$ cat src/hw/rtl/bpc_pkg.sv
// Shared types and constants for the button press classifier.
package bpc_pkg;

  localparam int TimeBitsDefault = 32;
  localparam int NowBits = 32;
  localparam int CfgBits = 16;
  localparam int CfgIndexBits = 2;
  localparam int InDataBits = 40;
  localparam int OutDataBits = 8;

  localparam logic [CfgBits-1:0] DebounceReset = 16'd30;
  localparam logic [CfgBits-1:0] WindowReset = 16'd500;
  localparam logic [CfgBits-1:0] LongReset = 16'd5000;

  localparam logic [CfgIndexBits-1:0] REG_DEBOUNCE = 2'd0;
  localparam logic [CfgIndexBits-1:0] REG_WINDOW = 2'd1;
  localparam logic [CfgIndexBits-1:0] REG_LONG = 2'd2;

  localparam logic OP_UPDATE = 1'b0;
  localparam logic OP_INIT = 1'b1;

  typedef enum logic [1:0] {
    EV_NONE = 2'd0,
    EV_SHORT = 2'd1,
    EV_DOUBLE = 2'd2,
    EV_LONG = 2'd3
  } event_t;

  typedef struct packed {
    logic [CfgBits-1:0] debounce_time;
    logic [CfgBits-1:0] double_press_window;
    logic [CfgBits-1:0] long_press_time;
  } cfg_t;

endpackage

$ cat src/hw/rtl/bpc_cfg_regs.sv
// Configuration register bank for the button press classifier.
module bpc_cfg_regs (
  input  logic                                clk,
  input  logic                                rst,
  input  logic                                cfg_we,
  input  logic [bpc_pkg::CfgIndexBits-1:0]    cfg_index,
  input  logic [bpc_pkg::CfgBits-1:0]         cfg_wdata,
  output bpc_pkg::cfg_t                       cfg
);

  always_ff @(posedge clk) begin
    if (rst) begin
      cfg.debounce_time <= bpc_pkg::DebounceReset;
      cfg.double_press_window <= bpc_pkg::WindowReset;
      cfg.long_press_time <= bpc_pkg::LongReset;
    end else if (cfg_we) begin
      case (cfg_index)
        bpc_pkg::REG_DEBOUNCE: cfg.debounce_time <= cfg_wdata;
        bpc_pkg::REG_WINDOW:   cfg.double_press_window <= cfg_wdata;
        bpc_pkg::REG_LONG:     cfg.long_press_time <= cfg_wdata;
        default: ;
      endcase
    end
  end

endmodule

$ cat src/hw/rtl/bpc_classifier.sv
// Debounce and press classification state with its next-state logic.
module bpc_classifier #(
  parameter int TIME_BITS = bpc_pkg::TimeBitsDefault
) (
  input  logic                        clk,
  input  logic                        rst,
  input  logic                        en,
  input  logic                        op,
  input  logic                        level,
  input  logic [bpc_pkg::NowBits-1:0] now_ms,
  input  bpc_pkg::cfg_t               cfg,
  output bpc_pkg::event_t             ev
);

  logic                 stable_level, stable_level_next;
  logic                 sampled_level, sampled_level_next;
  logic [TIME_BITS-1:0] sample_start_time, sample_start_time_next;
  logic [TIME_BITS-1:0] press_start_time, press_start_time_next;
  logic                 short_pending, short_pending_next;
  logic [TIME_BITS-1:0] release_time, release_time_next;
  logic                 long_reported, long_reported_next;

  logic [TIME_BITS+bpc_pkg::NowBits-1:0] now_wide;
  logic [TIME_BITS-1:0] now_t;
  logic [TIME_BITS+bpc_pkg::CfgBits-1:0] deb_wide, win_wide, long_wide;
  logic [TIME_BITS-1:0] deb_t, win_t, long_t;
  logic [TIME_BITS-1:0] el_sample, el_press, el_release;

  assign now_wide = {{TIME_BITS{1'b0}}, now_ms};
  assign now_t = now_wide[TIME_BITS-1:0];
  assign deb_wide = {{TIME_BITS{1'b0}}, cfg.debounce_time};
  assign win_wide = {{TIME_BITS{1'b0}}, cfg.double_press_window};
  assign long_wide = {{TIME_BITS{1'b0}}, cfg.long_press_time};
  assign deb_t = deb_wide[TIME_BITS-1:0];
  assign win_t = win_wide[TIME_BITS-1:0];
  assign long_t = long_wide[TIME_BITS-1:0];

  assign el_sample = now_t - sample_start_time;
  assign el_press = now_t - press_start_time;
  assign el_release = now_t - release_time;

  always_comb begin
    ev = bpc_pkg::EV_NONE;
    stable_level_next = stable_level;
    sampled_level_next = sampled_level;
    sample_start_time_next = sample_start_time;
    press_start_time_next = press_start_time;
    short_pending_next = short_pending;
    release_time_next = release_time;
    long_reported_next = long_reported;
    if (op == bpc_pkg::OP_INIT) begin
      stable_level_next = level;
      sampled_level_next = level;
      sample_start_time_next = now_t;
      press_start_time_next = now_t;
      short_pending_next = 1'b0;
      release_time_next = '0;
      long_reported_next = 1'b0;
    end else if (level != sampled_level) begin
      sampled_level_next = level;
      sample_start_time_next = now_t;
    end else if (level != stable_level && el_sample >= deb_t) begin
      stable_level_next = level;
      if (level) begin
        press_start_time_next = now_t;
        long_reported_next = 1'b0;
        if (short_pending) begin
          short_pending_next = 1'b0;
          if (el_release <= win_t) begin
            long_reported_next = 1'b1;
            ev = bpc_pkg::EV_DOUBLE;
          end else begin
            ev = bpc_pkg::EV_SHORT;
          end
        end
      end else if (!long_reported) begin
        short_pending_next = 1'b1;
        release_time_next = now_t;
      end
    end else if (stable_level && !long_reported && el_press >= long_t) begin
      long_reported_next = 1'b1;
      ev = bpc_pkg::EV_LONG;
    end else if (!stable_level && !sampled_level && short_pending && el_release >= win_t) begin
      short_pending_next = 1'b0;
      ev = bpc_pkg::EV_SHORT;
    end
  end

  always_ff @(posedge clk) begin
    if (rst) begin
      stable_level <= 1'b0;
      sampled_level <= 1'b0;
      sample_start_time <= '0;
      press_start_time <= '0;
      short_pending <= 1'b0;
      release_time <= '0;
      long_reported <= 1'b0;
    end else if (en) begin
      stable_level <= stable_level_next;
      sampled_level <= sampled_level_next;
      sample_start_time <= sample_start_time_next;
      press_start_time <= press_start_time_next;
      short_pending <= short_pending_next;
      release_time <= release_time_next;
      long_reported <= long_reported_next;
    end
  end

  a_double_blocks_long: assert property (@(posedge clk) disable iff (rst)
    (en && ev == bpc_pkg::EV_DOUBLE) |=> (long_reported && stable_level && !short_pending))
    else $error("double press did not block the long press");

  a_long_once: assert property (@(posedge clk) disable iff (rst)
    (en && ev == bpc_pkg::EV_LONG) |=> long_reported)
    else $error("long press not recorded");

  a_short_clears: assert property (@(posedge clk) disable iff (rst)
    (en && ev == bpc_pkg::EV_SHORT) |=> !short_pending)
    else $error("short press left pending");

endmodule

$ cat src/hw/rtl/button_press_classifier_core.sv
// Top level of the button press classifier: input and result registers around the classifier.
// An item moves from the input register into the result register once that register is free.
// Throughput: one item per cycle while the result side is ready.
// While a finished result waits, the input register takes one more item, then holds.
// Reset (rst, synchronous): stage valids clear, state and timestamps go to zero,
// registers load 30, 500 and 5000 ms.
module button_press_classifier_core #(
  parameter int TIME_BITS = bpc_pkg::TimeBitsDefault
) (
  input  logic                                clk,
  input  logic                                rst,
  input  logic                                s_tvalid,
  output logic                                s_tready,
  input  logic [bpc_pkg::InDataBits-1:0]      s_tdata,   // pressed, now_ms, zero fill
  input  logic                                s_tuser,   // op
  output logic                                m_tvalid,
  input  logic                                m_tready,
  output logic [bpc_pkg::OutDataBits-1:0]     m_tdata,   // event_res, zero fill
  input  logic                                cfg_we,
  input  logic [bpc_pkg::CfgIndexBits-1:0]    cfg_index,
  input  logic [bpc_pkg::CfgBits-1:0]         cfg_wdata
);

  bpc_pkg::cfg_t   cfg;
  bpc_pkg::event_t ev;

  logic                        in_valid;
  logic                        in_op;
  logic                        in_pressed;
  logic [bpc_pkg::NowBits-1:0] in_now_ms;
  logic                        advance;
  logic [1:0]                  event_res;

  assign advance = in_valid && (!m_tvalid || m_tready);
  assign s_tready = !in_valid || advance;

  bpc_cfg_regs u_cfg (
    .clk       (clk),
    .rst       (rst),
    .cfg_we    (cfg_we),
    .cfg_index (cfg_index),
    .cfg_wdata (cfg_wdata),
    .cfg       (cfg)
  );

  bpc_classifier #(
    .TIME_BITS (TIME_BITS)
  ) u_classifier (
    .clk    (clk),
    .rst    (rst),
    .en     (advance),
    .op     (in_op),
    .level  (in_pressed),
    .now_ms (in_now_ms),
    .cfg    (cfg),
    .ev     (ev)
  );

  always_ff @(posedge clk) begin
    if (rst) begin
      in_valid <= 1'b0;
    end else if (s_tready) begin
      in_valid <= s_tvalid;
    end
  end

  always_ff @(posedge clk) begin
    if (s_tvalid && s_tready) begin
      in_op <= s_tuser;
      in_pressed <= s_tdata[0];
      in_now_ms <= s_tdata[bpc_pkg::NowBits:1];
    end
  end

  always_ff @(posedge clk) begin
    if (rst) begin
      m_tvalid <= 1'b0;
    end else if (advance) begin
      m_tvalid <= 1'b1;
    end else if (m_tready) begin
      m_tvalid <= 1'b0;
    end
  end

  always_ff @(posedge clk) begin
    if (advance) begin
      event_res <= ev;
    end
  end

  assign m_tdata = {{(bpc_pkg::OutDataBits-2){1'b0}}, event_res};

  a_item_held: assert property (@(posedge clk) disable iff (rst)
    (in_valid && !advance) |=> in_valid)
    else $error("staged item dropped before it advanced");

endmodule
$ cat config.mk
export PLATFORM = sky130hd
export DESIGN_NAME = button_press_classifier_core
export DESIGN_NICKNAME = d
export VERILOG_FILES = /design/src/hw/rtl/bpc_pkg.sv /design/src/hw/rtl/bpc_cfg_regs.sv /design/src/hw/rtl/bpc_classifier.sv /design/src/hw/rtl/button_press_classifier_core.sv
export SDC_FILE = /design/constraint.sdc
export NUM_CORES = 1
export LEC_CHECK = 0
export CAP_MARGIN = 20
export CELL_PAD_IN_SITES_DETAIL_PLACEMENT = 0
export CELL_PAD_IN_SITES_GLOBAL_PLACEMENT = 2
export CORE_AREA = 2 2 247 249
export DETAILED_ROUTE_END_ITERATION = 7
export DIE_AREA = 0 0 249 251
export DONT_BUFFER_PORTS = 1
export PLACE_DENSITY_LB_ADDON = 0.1
export SYNTH_ARGS = -nofsm -noshare
export SYNTH_HDL_FRONTEND = slang
export SYNTH_HIERARCHICAL = 1
export SYNTH_SLANG_ARGS = --single-unit
$ cat constraint.sdc
create_clock -name clk -period 12.2 [get_ports clk]
set_input_delay 1.83 -clock clk [delete_from_list [all_inputs] [get_ports clk]]
set_output_delay 1.83 -clock clk [all_outputs]
set_load 0.02 [all_outputs]
==> impl_metrics.tcl, run 1 <==
set metrics [dict create \
    run_status "finished clean" \
    cts_inserted_buffers 17 \
    crit_fanout 33 \
    nFillCells 6517 \
    worst_margin_pin_slew_ns 1.139 \
    groute.usage.overall_pct 15.14 \
    design.die.area_um2 62500 \
    cp_class "flop to flop" \
    drtIter0Drc 745 \
    finalWorstSetupSlack_ns 6.134 \
    postSynth.asyncResetShare_pct 0 \
    antenna_cells 0 \
    area_growth_pct 8.577 \
    post_route_cells_drive_above_1_share_pct 5.056 \
    clock_sinks 186 \
    overflow 0 \
    period_minus_slack_ns 6.066 \
    required_ns 12.59 \
    cts_tree "yes" \
    stdcell_count 2483 \
    mostFrequentLayoutCells "168 x inv_1, 154 x nand2_1, 152 x a21oi_1, 150 x dfxtp_1, 143 x nor2_1" \
    timing.critical_path.from_type "flop" \
    critical_path.reg2reg.startpoint "in_now_ms[6]" \
    grt_start_max_net_pins 147 \
    post_synth_main_area_contributors "dfxtp_1 21%, ha_1 12%, edfxtp_1 7.6%" \
    slew_headroom_pct 23.11 \
    layout_commonest_cell "inv_1" \
    route.detailed.drc 0 \
    clockRootBuffer "clkbuf_16" \
    fin_util_pct 25.85 \
    cts_max_path_buffers 2 \
    final_period_utilization_pct 49.72 \
    cts.repair.resized 0 \
    netlist_area_um2 14240 \
    drtAntennaViolNets 0 \
    timing_hold_violations_final 0 \
    slew_violations 0 \
    path_clk_slew_ns 0.08 \
    inst_count_dp 2451 \
    mean_area_per_synthesized_cell_um2 8.220 \
    die_w_um 249 \
    fin_worst_skew_ns 0.01855 \
    max_cap_viol_count 0 \
    detail_route.first_pass.iterations 5 \
    total_power_mw 1.703 \
    worstReg2RegEnd "u_classifier/press_start_time[3]" \
    fp.dieH_um 251 \
    max_clock_freq_mhz 164.9 \
    post_synth_edffs 36 \
    finalNetCount 1896 \
    rsz0062_at_grt "false" \
    power_density_nw_per_um2 110.2 \
    finalSetupTns_ns 0 \
    detailed_place_hpwl_um 36150 \
    pin_count 74 \
    wl_per_cell_um 18.65 \
    yosys_register_bits 186 \
    synth.top_cell.area_share_pct 21.09 \
    worstHoldPathCells 2 \
    post-place-ws_ns 6.075 \
    ys_seq_area_share_pct 28.68 \
    setup.worst_path.end_class "flop" \
    r2r_setup_slack_ns 6.13 \
    hold_class "flop to flop" \
    routabilityCongestion 0.8162 \
    floorplan.rows 90 \
    netlist-cell-type-count 89 \
    timing.reg2reg.worst_path_depth 23 \
    average_vias_per_placed_instance 4.759 \
    htree_num_levels 4 \
    portBuffers 0 \
    drt-total-wl_um 46320 \
    initial_antenna_violation_count 0 \
    main_synth_ff_type "dfxtp_1" \
    synth_top_area_cell "dfxtp_1" \
    core_area_um2 59790 \
    synth-warning-count 6 \
    first_global_vias 12053 \
    ir_worst_vdd_mv 0.1180 \
    p_leak_nw 5.721 \
    timing.hold.worst_endpoint "u_classifier/sample_start_time[25]" \
    setup_viol 0 \
    first_pass_grt_wire_length_um 72500 \
    clk_latency_ns 0.49 \
    detailroute.via_count 11816 \
    starting_utilization_of_the_core_area_pct 23.81 \
    ctsHoldBuffers 0 \
    post_synth_inst_count 1732 \
    cts_setup_buffers 0 \
    crit_arrival_ns 6.46 \
    hold_start "u_classifier/sample_start_time[25]" \
]
flip-flops by register name, indices dropped and copies added, names as in the netlist:
register / flops
u_classifier/sampled_level: 1
u_classifier/long_reported: 1
u_classifier/sample_start_time: 32
in_op: 1
in_now_ms: 32
in_pressed: 1
u_classifier/release_time: 32
m_tvalid: 1
u_classifier/press_start_time: 32
in_valid: 1
event_res: 2
u_cfg/cfg: 48
u_classifier/stable_level: 1
u_classifier/short_pending: 1
routing by layer:
metal | wire [um] | part of all wire, % | GRT usage, % | vias to the layer above
li1 | - | - | - | 6082
met1 | 23670 | 51 | 20.74 | 5564
met2 | 20880 | 45 | 24.55 | 131
met3 | 919 | 2.0 | 2.350 | 39
met4 | 845 | 1.8 | 4.346 | 0
met5 | 0 | 0 | 0 | -
Yosys cell counts (33+ instances only):
master,n
mux2i_1,88
a21oi_1,153
o21ai_0,70
dfxtp_1,150
nand2_1,155
nor2_1,143
clkbuf_1,41
inv_1,168
ha_1,141
nand2b_1,69
a22o_1,33
xnor2_1,41
nor3_1,37
edfxtp_1,36
stage by stage:
step                instance area (um2)  hold slack (ns)
floorplan                         14260           0.4363
global placement                  14880           0.4390
detailed placement                14880           0.4443
CTS                               15460           0.4540
global route                      15460           0.4718
finish                            15460           0.4527
cells by family after synthesis:
family                   after synthesis  synth area share [%]
flip-flops                           186                 28.68
other                                  1               0.02634
XOR/XNOR                              60                 3.691
AND/OR/NAND/NOR                      541                 18.75
adder cells (fa/ha/maj)              144                 12.81
buffers and inverters                250                 7.821
AO/OA/AOI/OAI                        462                 22.03
multiplexers                          88                 6.187
power breakdown:
| part | leakage [nW] | switching, mW | internal (mW) |
|---|---|---|---|
| Clock | 0.278 | 0.299 | 0.272 |
| Combinational | 3.87 | 0.280 | 0.175 |
| Sequential | 1.57 | 0.0254 | 0.651 |
| Total | 5.72 | 0.605 | 1.10 |
worst max-delay path, cell delays in order, from the launching register on:
cell	delay, ns
edfxtp_1	0.56
ha_1	0.45
a211oi_2	0.24
nor2_1	0.08
o41ai_1	0.46
and2_1	0.25
nor2_1	0.08
o21ai_0	0.15
nand2b_1	0.08
a21oi_1	0.17
xnor2_1	0.16
ha_1	0.27
nand4_1	0.09
nor2_1	0.08
o311ai_0	0.32
o221ai_1	0.25
nor4_1	0.31
o211ai_1	0.16
nor4_2	0.40
nand4_2	0.41
a22o_2	0.34
buf_4	0.31
mux2i_1	0.24
nor2_1	0.05
how the worst max path moves through the flow:
stage / start / end / cells after the start
after CTS: in_now_ms[5] / u_classifier/press_start_time[2] / 23
final: in_now_ms[6] / u_classifier/press_start_time[3] / 23
after floorplan: in_now_ms[6] / u_classifier/press_start_time[1] / 24
after detailed placement: in_now_ms[5] / u_classifier/press_start_time[2] / 23
after global placement: in_now_ms[6] / u_classifier/press_start_time[1] / 23
after global routing: in_now_ms[7] / u_classifier/press_start_time[0] / 23
layout make-up:
type                       count  area, um2  area share [%]
clock inverter                15      153.9          0.9955
multi-input combinational   1301       9081           58.75
timing repair buffer          14      105.1          0.6799
clock buffer                  17      425.4           2.752
sequential                   186       4084           26.42
tap                          782      978.4           6.329
inverter                     168      630.6           4.079
(Power assumes the default switching activity.)
==> run 2: changes to the inputs <==
Settings changed: ABC_AREA set to 1, CORE_AREA 2 2 247 249 to 2 2 262 264, DIE_AREA 0 0 249 251 to 0 0 264 266.
Clock period 12.2 ns to 5.35 ns, I/O delays scaled along.
==> run 2 against run 1 <==
  * Cell count increased by 44%
  * Sequential power increased by 130%
  * Area after synthesis increased by 12%
  * Synthesized cell count increased by 55%
  * Power increased to 2.7 times the previous value
  * Sequential cell count unchanged
  * Clock power increased to 2.5 times the previous value
  * First-iteration DRC count decreased by 2.4%
  * Non-clock buffer count increased by 26
==> impl_metrics.tcl, run 2 <==
set metrics [dict create \
    run_status "finished clean" \
    groute.usage.overall_pct 17.14 \
    layout_commonest_cell "nand2_1" \
    switching_power_mw 1.826 \
    path_clk_slew_ns 0.09 \
    netSwitchingFraction_pct 39.85 \
    fp.dieH_um 266 \
    clockRootBuffer "clkbuf_16" \
    path_cells "ha_1 > nand2_1 > nor2_1 > nand3_1 > nand3_1 > xor2_1 > ha_1 > a21oi_1 > nor2_1 > a211oi_1 > nand2_1 > nand2_1 > nand2_1 > nor2_1 > nand3_1 > nor2_2 > nand2_2 > nand2_4 > nand2_8 > nand3_4 > buf_12 > nand2_1 > o21ai_0 > nor2_1" \
    mean_area_per_synthesized_cell_um2 5.976 \
    synth_commonest_cells "875 x nand2_1, 555 x inv_1, 297 x nor2_1, 158 x a21oi_1, 150 x dfxtp_1" \
    cts_inserted_buffers 17 \
    post_synth_edffs 36 \
    area_growth_pct 10.98 \
    fin_worst_skew_ns 0.02120 \
    cts_tree "yes" \
    worst_margin_pin_slew_ns 0.8725 \
    combinational_cell_fraction_of_total_power_pct 34.4 \
    detailroute.via_count 15410 \
    post_synth_inst_count 2677 \
    overflow 0 \
    synth.most_common_cell "nand2_1" \
    cts.repair.resized 0 \
    grt_met3_use_pct 2.384 \
    design.die.area_um2 70220 \
    clk_latency_ns 0.50 \
    detail_route.first_pass.iterations 4 \
    cp_class "flop to flop" \
    synth-warning-count 6 \
    ctsHoldBuffers 0 \
    timing_hold_violations_final 0 \
    wl_per_cell_um 16.71 \
    required_ns 5.74 \
    p_leak_nw 9.323 \
    cts_setup_buffers 0 \
    timing.critical_path.from_type "flop" \
    ys_seq_area_share_pct 25.53 \
    setup.worst_path.end_class "flop" \
    drtAntennaViolNets 0 \
    netlist-cell-type-count 45 \
    postSynth.asyncResetShare_pct 0 \
    p_int_mw 2.757 \
    slew_violations 0 \
    initial_antenna_violation_count 4 \
    die_w_um 264 \
    first_pass_grt_wire_length_um 89470 \
    hold_ws_ns 0.3725 \
    max_clock_freq_mhz 231.1 \
    mostFrequentLayoutCells "874 x nand2_1, 555 x inv_1, 297 x nor2_1, 158 x a21oi_1, 150 x dfxtp_1" \
    htree_num_levels 4 \
    hold_class "input pin to flop" \
    yosys_register_bits 186 \
    critical_path.max_stage_delay_ns 0.51 \
    pwr-share-seq_pct 34.1 \
    met1_routing_resource_usage_after_global_routing_pct 21.94 \
    globalRouteMet2Util_pct 29.90 \
    floorplan.rows 96 \
    core_area_um2 67750 \
    slew_headroom_pct 41.84 \
    netlist_area_um2 16000 \
    main_synth_ff_type "dfxtp_1" \
    power_density_nw_per_um2 258.2 \
    period_minus_slack_ns 4.327 \
    drtIter0Drc 727 \
    first_global_vias 15206 \
    synth.top_cell.area_share_pct 20.53 \
    clock_sinks 186 \
    finalNetCount 2886 \
    finalSetupTns_ns 0 \
    final_period_utilization_pct 80.88 \
    starting_utilization_of_the_core_area_pct 23.61 \
    p_clk_share_pct 31.5 \
    detailed_place_hpwl_um 49430 \
    max_cap_viol_count 0 \
    drt-total-wl_um 59770 \
    timing.critical_path.slowest_stage_cell "edfxtp_1" \
    grt_start_max_net_pins 69 \
    post_synth_main_area_contributors "nand2_1 21%, dfxtp_1 19%, inv_1 13%" \
    crit_fanout 45 \
    rsz0062_at_grt "false" \
    crit_arrival_ns 4.72 \
    grt-busiest-layer "met2" \
    pin_count 74 \
    route.detailed.drc 0 \
    ir_worst_vdd_mv 0.1744 \
    synth_top_area_cell "nand2_1" \
    setup_viol 0 \
    cp_num_buf_inv 1 \
    largest_register_ff_count 48 \
    regMostFlops "u_cfg/cfg" \
    portBuffers 0 \
    crit_family "simple AND/OR/NAND/NOR gates" \
    routabilityCongestion 0.8310 \
    crit_path_frequent_cell "nand2_1" \
    average_vias_per_placed_instance 4.308 \
    post_route_cells_drive_above_1_share_pct 3.753 \
    cts_max_path_buffers 2 \
]
[run 2: changes by cell type after synthesis, moves of 31 or more]
cell,before,now
nand2_1,155,875
inv_1,168,555
nor2_1,143,297
nand3_1,19,120
mux2i_1,88,0
nand2b_1,69,0
xnor2_1,41,7
a22o_1,33,0
nand4_1,28,59
[run 2: routing by layer]
| layer | up-vias | wire (um) |
|---|---|---|
| met1 | 7010 | 28830 |
| li1 | 8213 | - |
| met2 | 145 | 28400 |
| met5 | - | 0 |
| met3 | 42 | 1473 |
| met4 | 0 | 1064 |
[run 2: through the flow]
stage                     worst slack (ns)  instance area (um2)  cells  power, mW  util [%]
final                                1.023                17750   3577      4.584     26.21
after global routing                0.5463                17750   3576      4.950     26.20
after CTS                           0.8805                17720   3572      4.693     26.16
after detailed placement            0.9050                17080   3540      3.202     25.21
after global placement              0.8860                17080   3540      3.197     25.21
after floorplan                      2.143                16020   2682      2.714         -
[run 2: cell type report]
cell class / count / area (um2)
Timing Repair Buffer: 40 / 337.8
Fill cell: 7863 / 49990
Antenna cell: 4 / 10.01
Tap cell: 882 / 1104
Clock buffer: 17 / 425.4
Clock inverter: 15 / 220.2
Multi-Input combinational cell: 1875 / 9478
Sequential cell: 186 / 4084
Inverter: 558 / 2095
[run 2: worst reg2reg max path, stage by stage (launching register included)]
cell and delay (ns):
edfxtp_1 0.51, ha_1 0.44, nand2_1 0.13, nor2_1 0.22
nand3_1 0.12, nand3_1 0.18, xor2_1 0.24, ha_1 0.29
a21oi_1 0.15, nor2_1 0.05, a211oi_1 0.18, nand2_1 0.12
nand2_1 0.07, nand2_1 0.04, nor2_1 0.14, nand3_1 0.10
nor2_2 0.11, nand2_2 0.15, nand2_4 0.14, nand2_8 0.10
nand3_4 0.23, buf_12 0.25, nand2_1 0.12, o21ai_0 0.08
nor2_1 0.05
[run 2: cells by family (layout without fill, tap and decap cells)]
group | after synthesis | after routing | share of synthesized area [%]
DFF | 186 | 186 | 25.53
other | 1 | 10 | 0.02344
adders and majority gates | 144 | 144 | 11.40
buffers and inverters | 621 | 630 | 15.35
and+or+nand+nor | 1412 | 1412 | 36.29
AOI/OAI and AO/OA | 264 | 264 | 8.713
xor gates and xnor gates | 49 | 49 | 2.683
[run 2: path summary, 6_finish.rpt]
| path | endpoint | slack (ns) | depth (start not counted) | startpoint |
|---|---|---|---|---|
| setup / recovery | u_classifier/release_time[23] | 1.02 | 24 | in_now_ms[7] |
| hold / removal | in_valid | 0.37 | 1 | rst |
| setup reg to reg | u_classifier/release_time[23] | 1.02 | 24 | in_now_ms[7] |
| hold reg to reg | u_classifier/sample_start_time[19] | 0.46 | 2 | u_classifier/sample_start_time[19] |
[run 2: power by group through the flow]
stage	sequential [mW]	combinational (mW)	clock, mW
finish	1.56	1.58	1.44
global route	1.57	1.82	1.56
CTS	1.56	1.62	1.51
detailed placement	1.59	1.61	0
global placement	1.59	1.60	0
floorplan	1.58	1.13	0
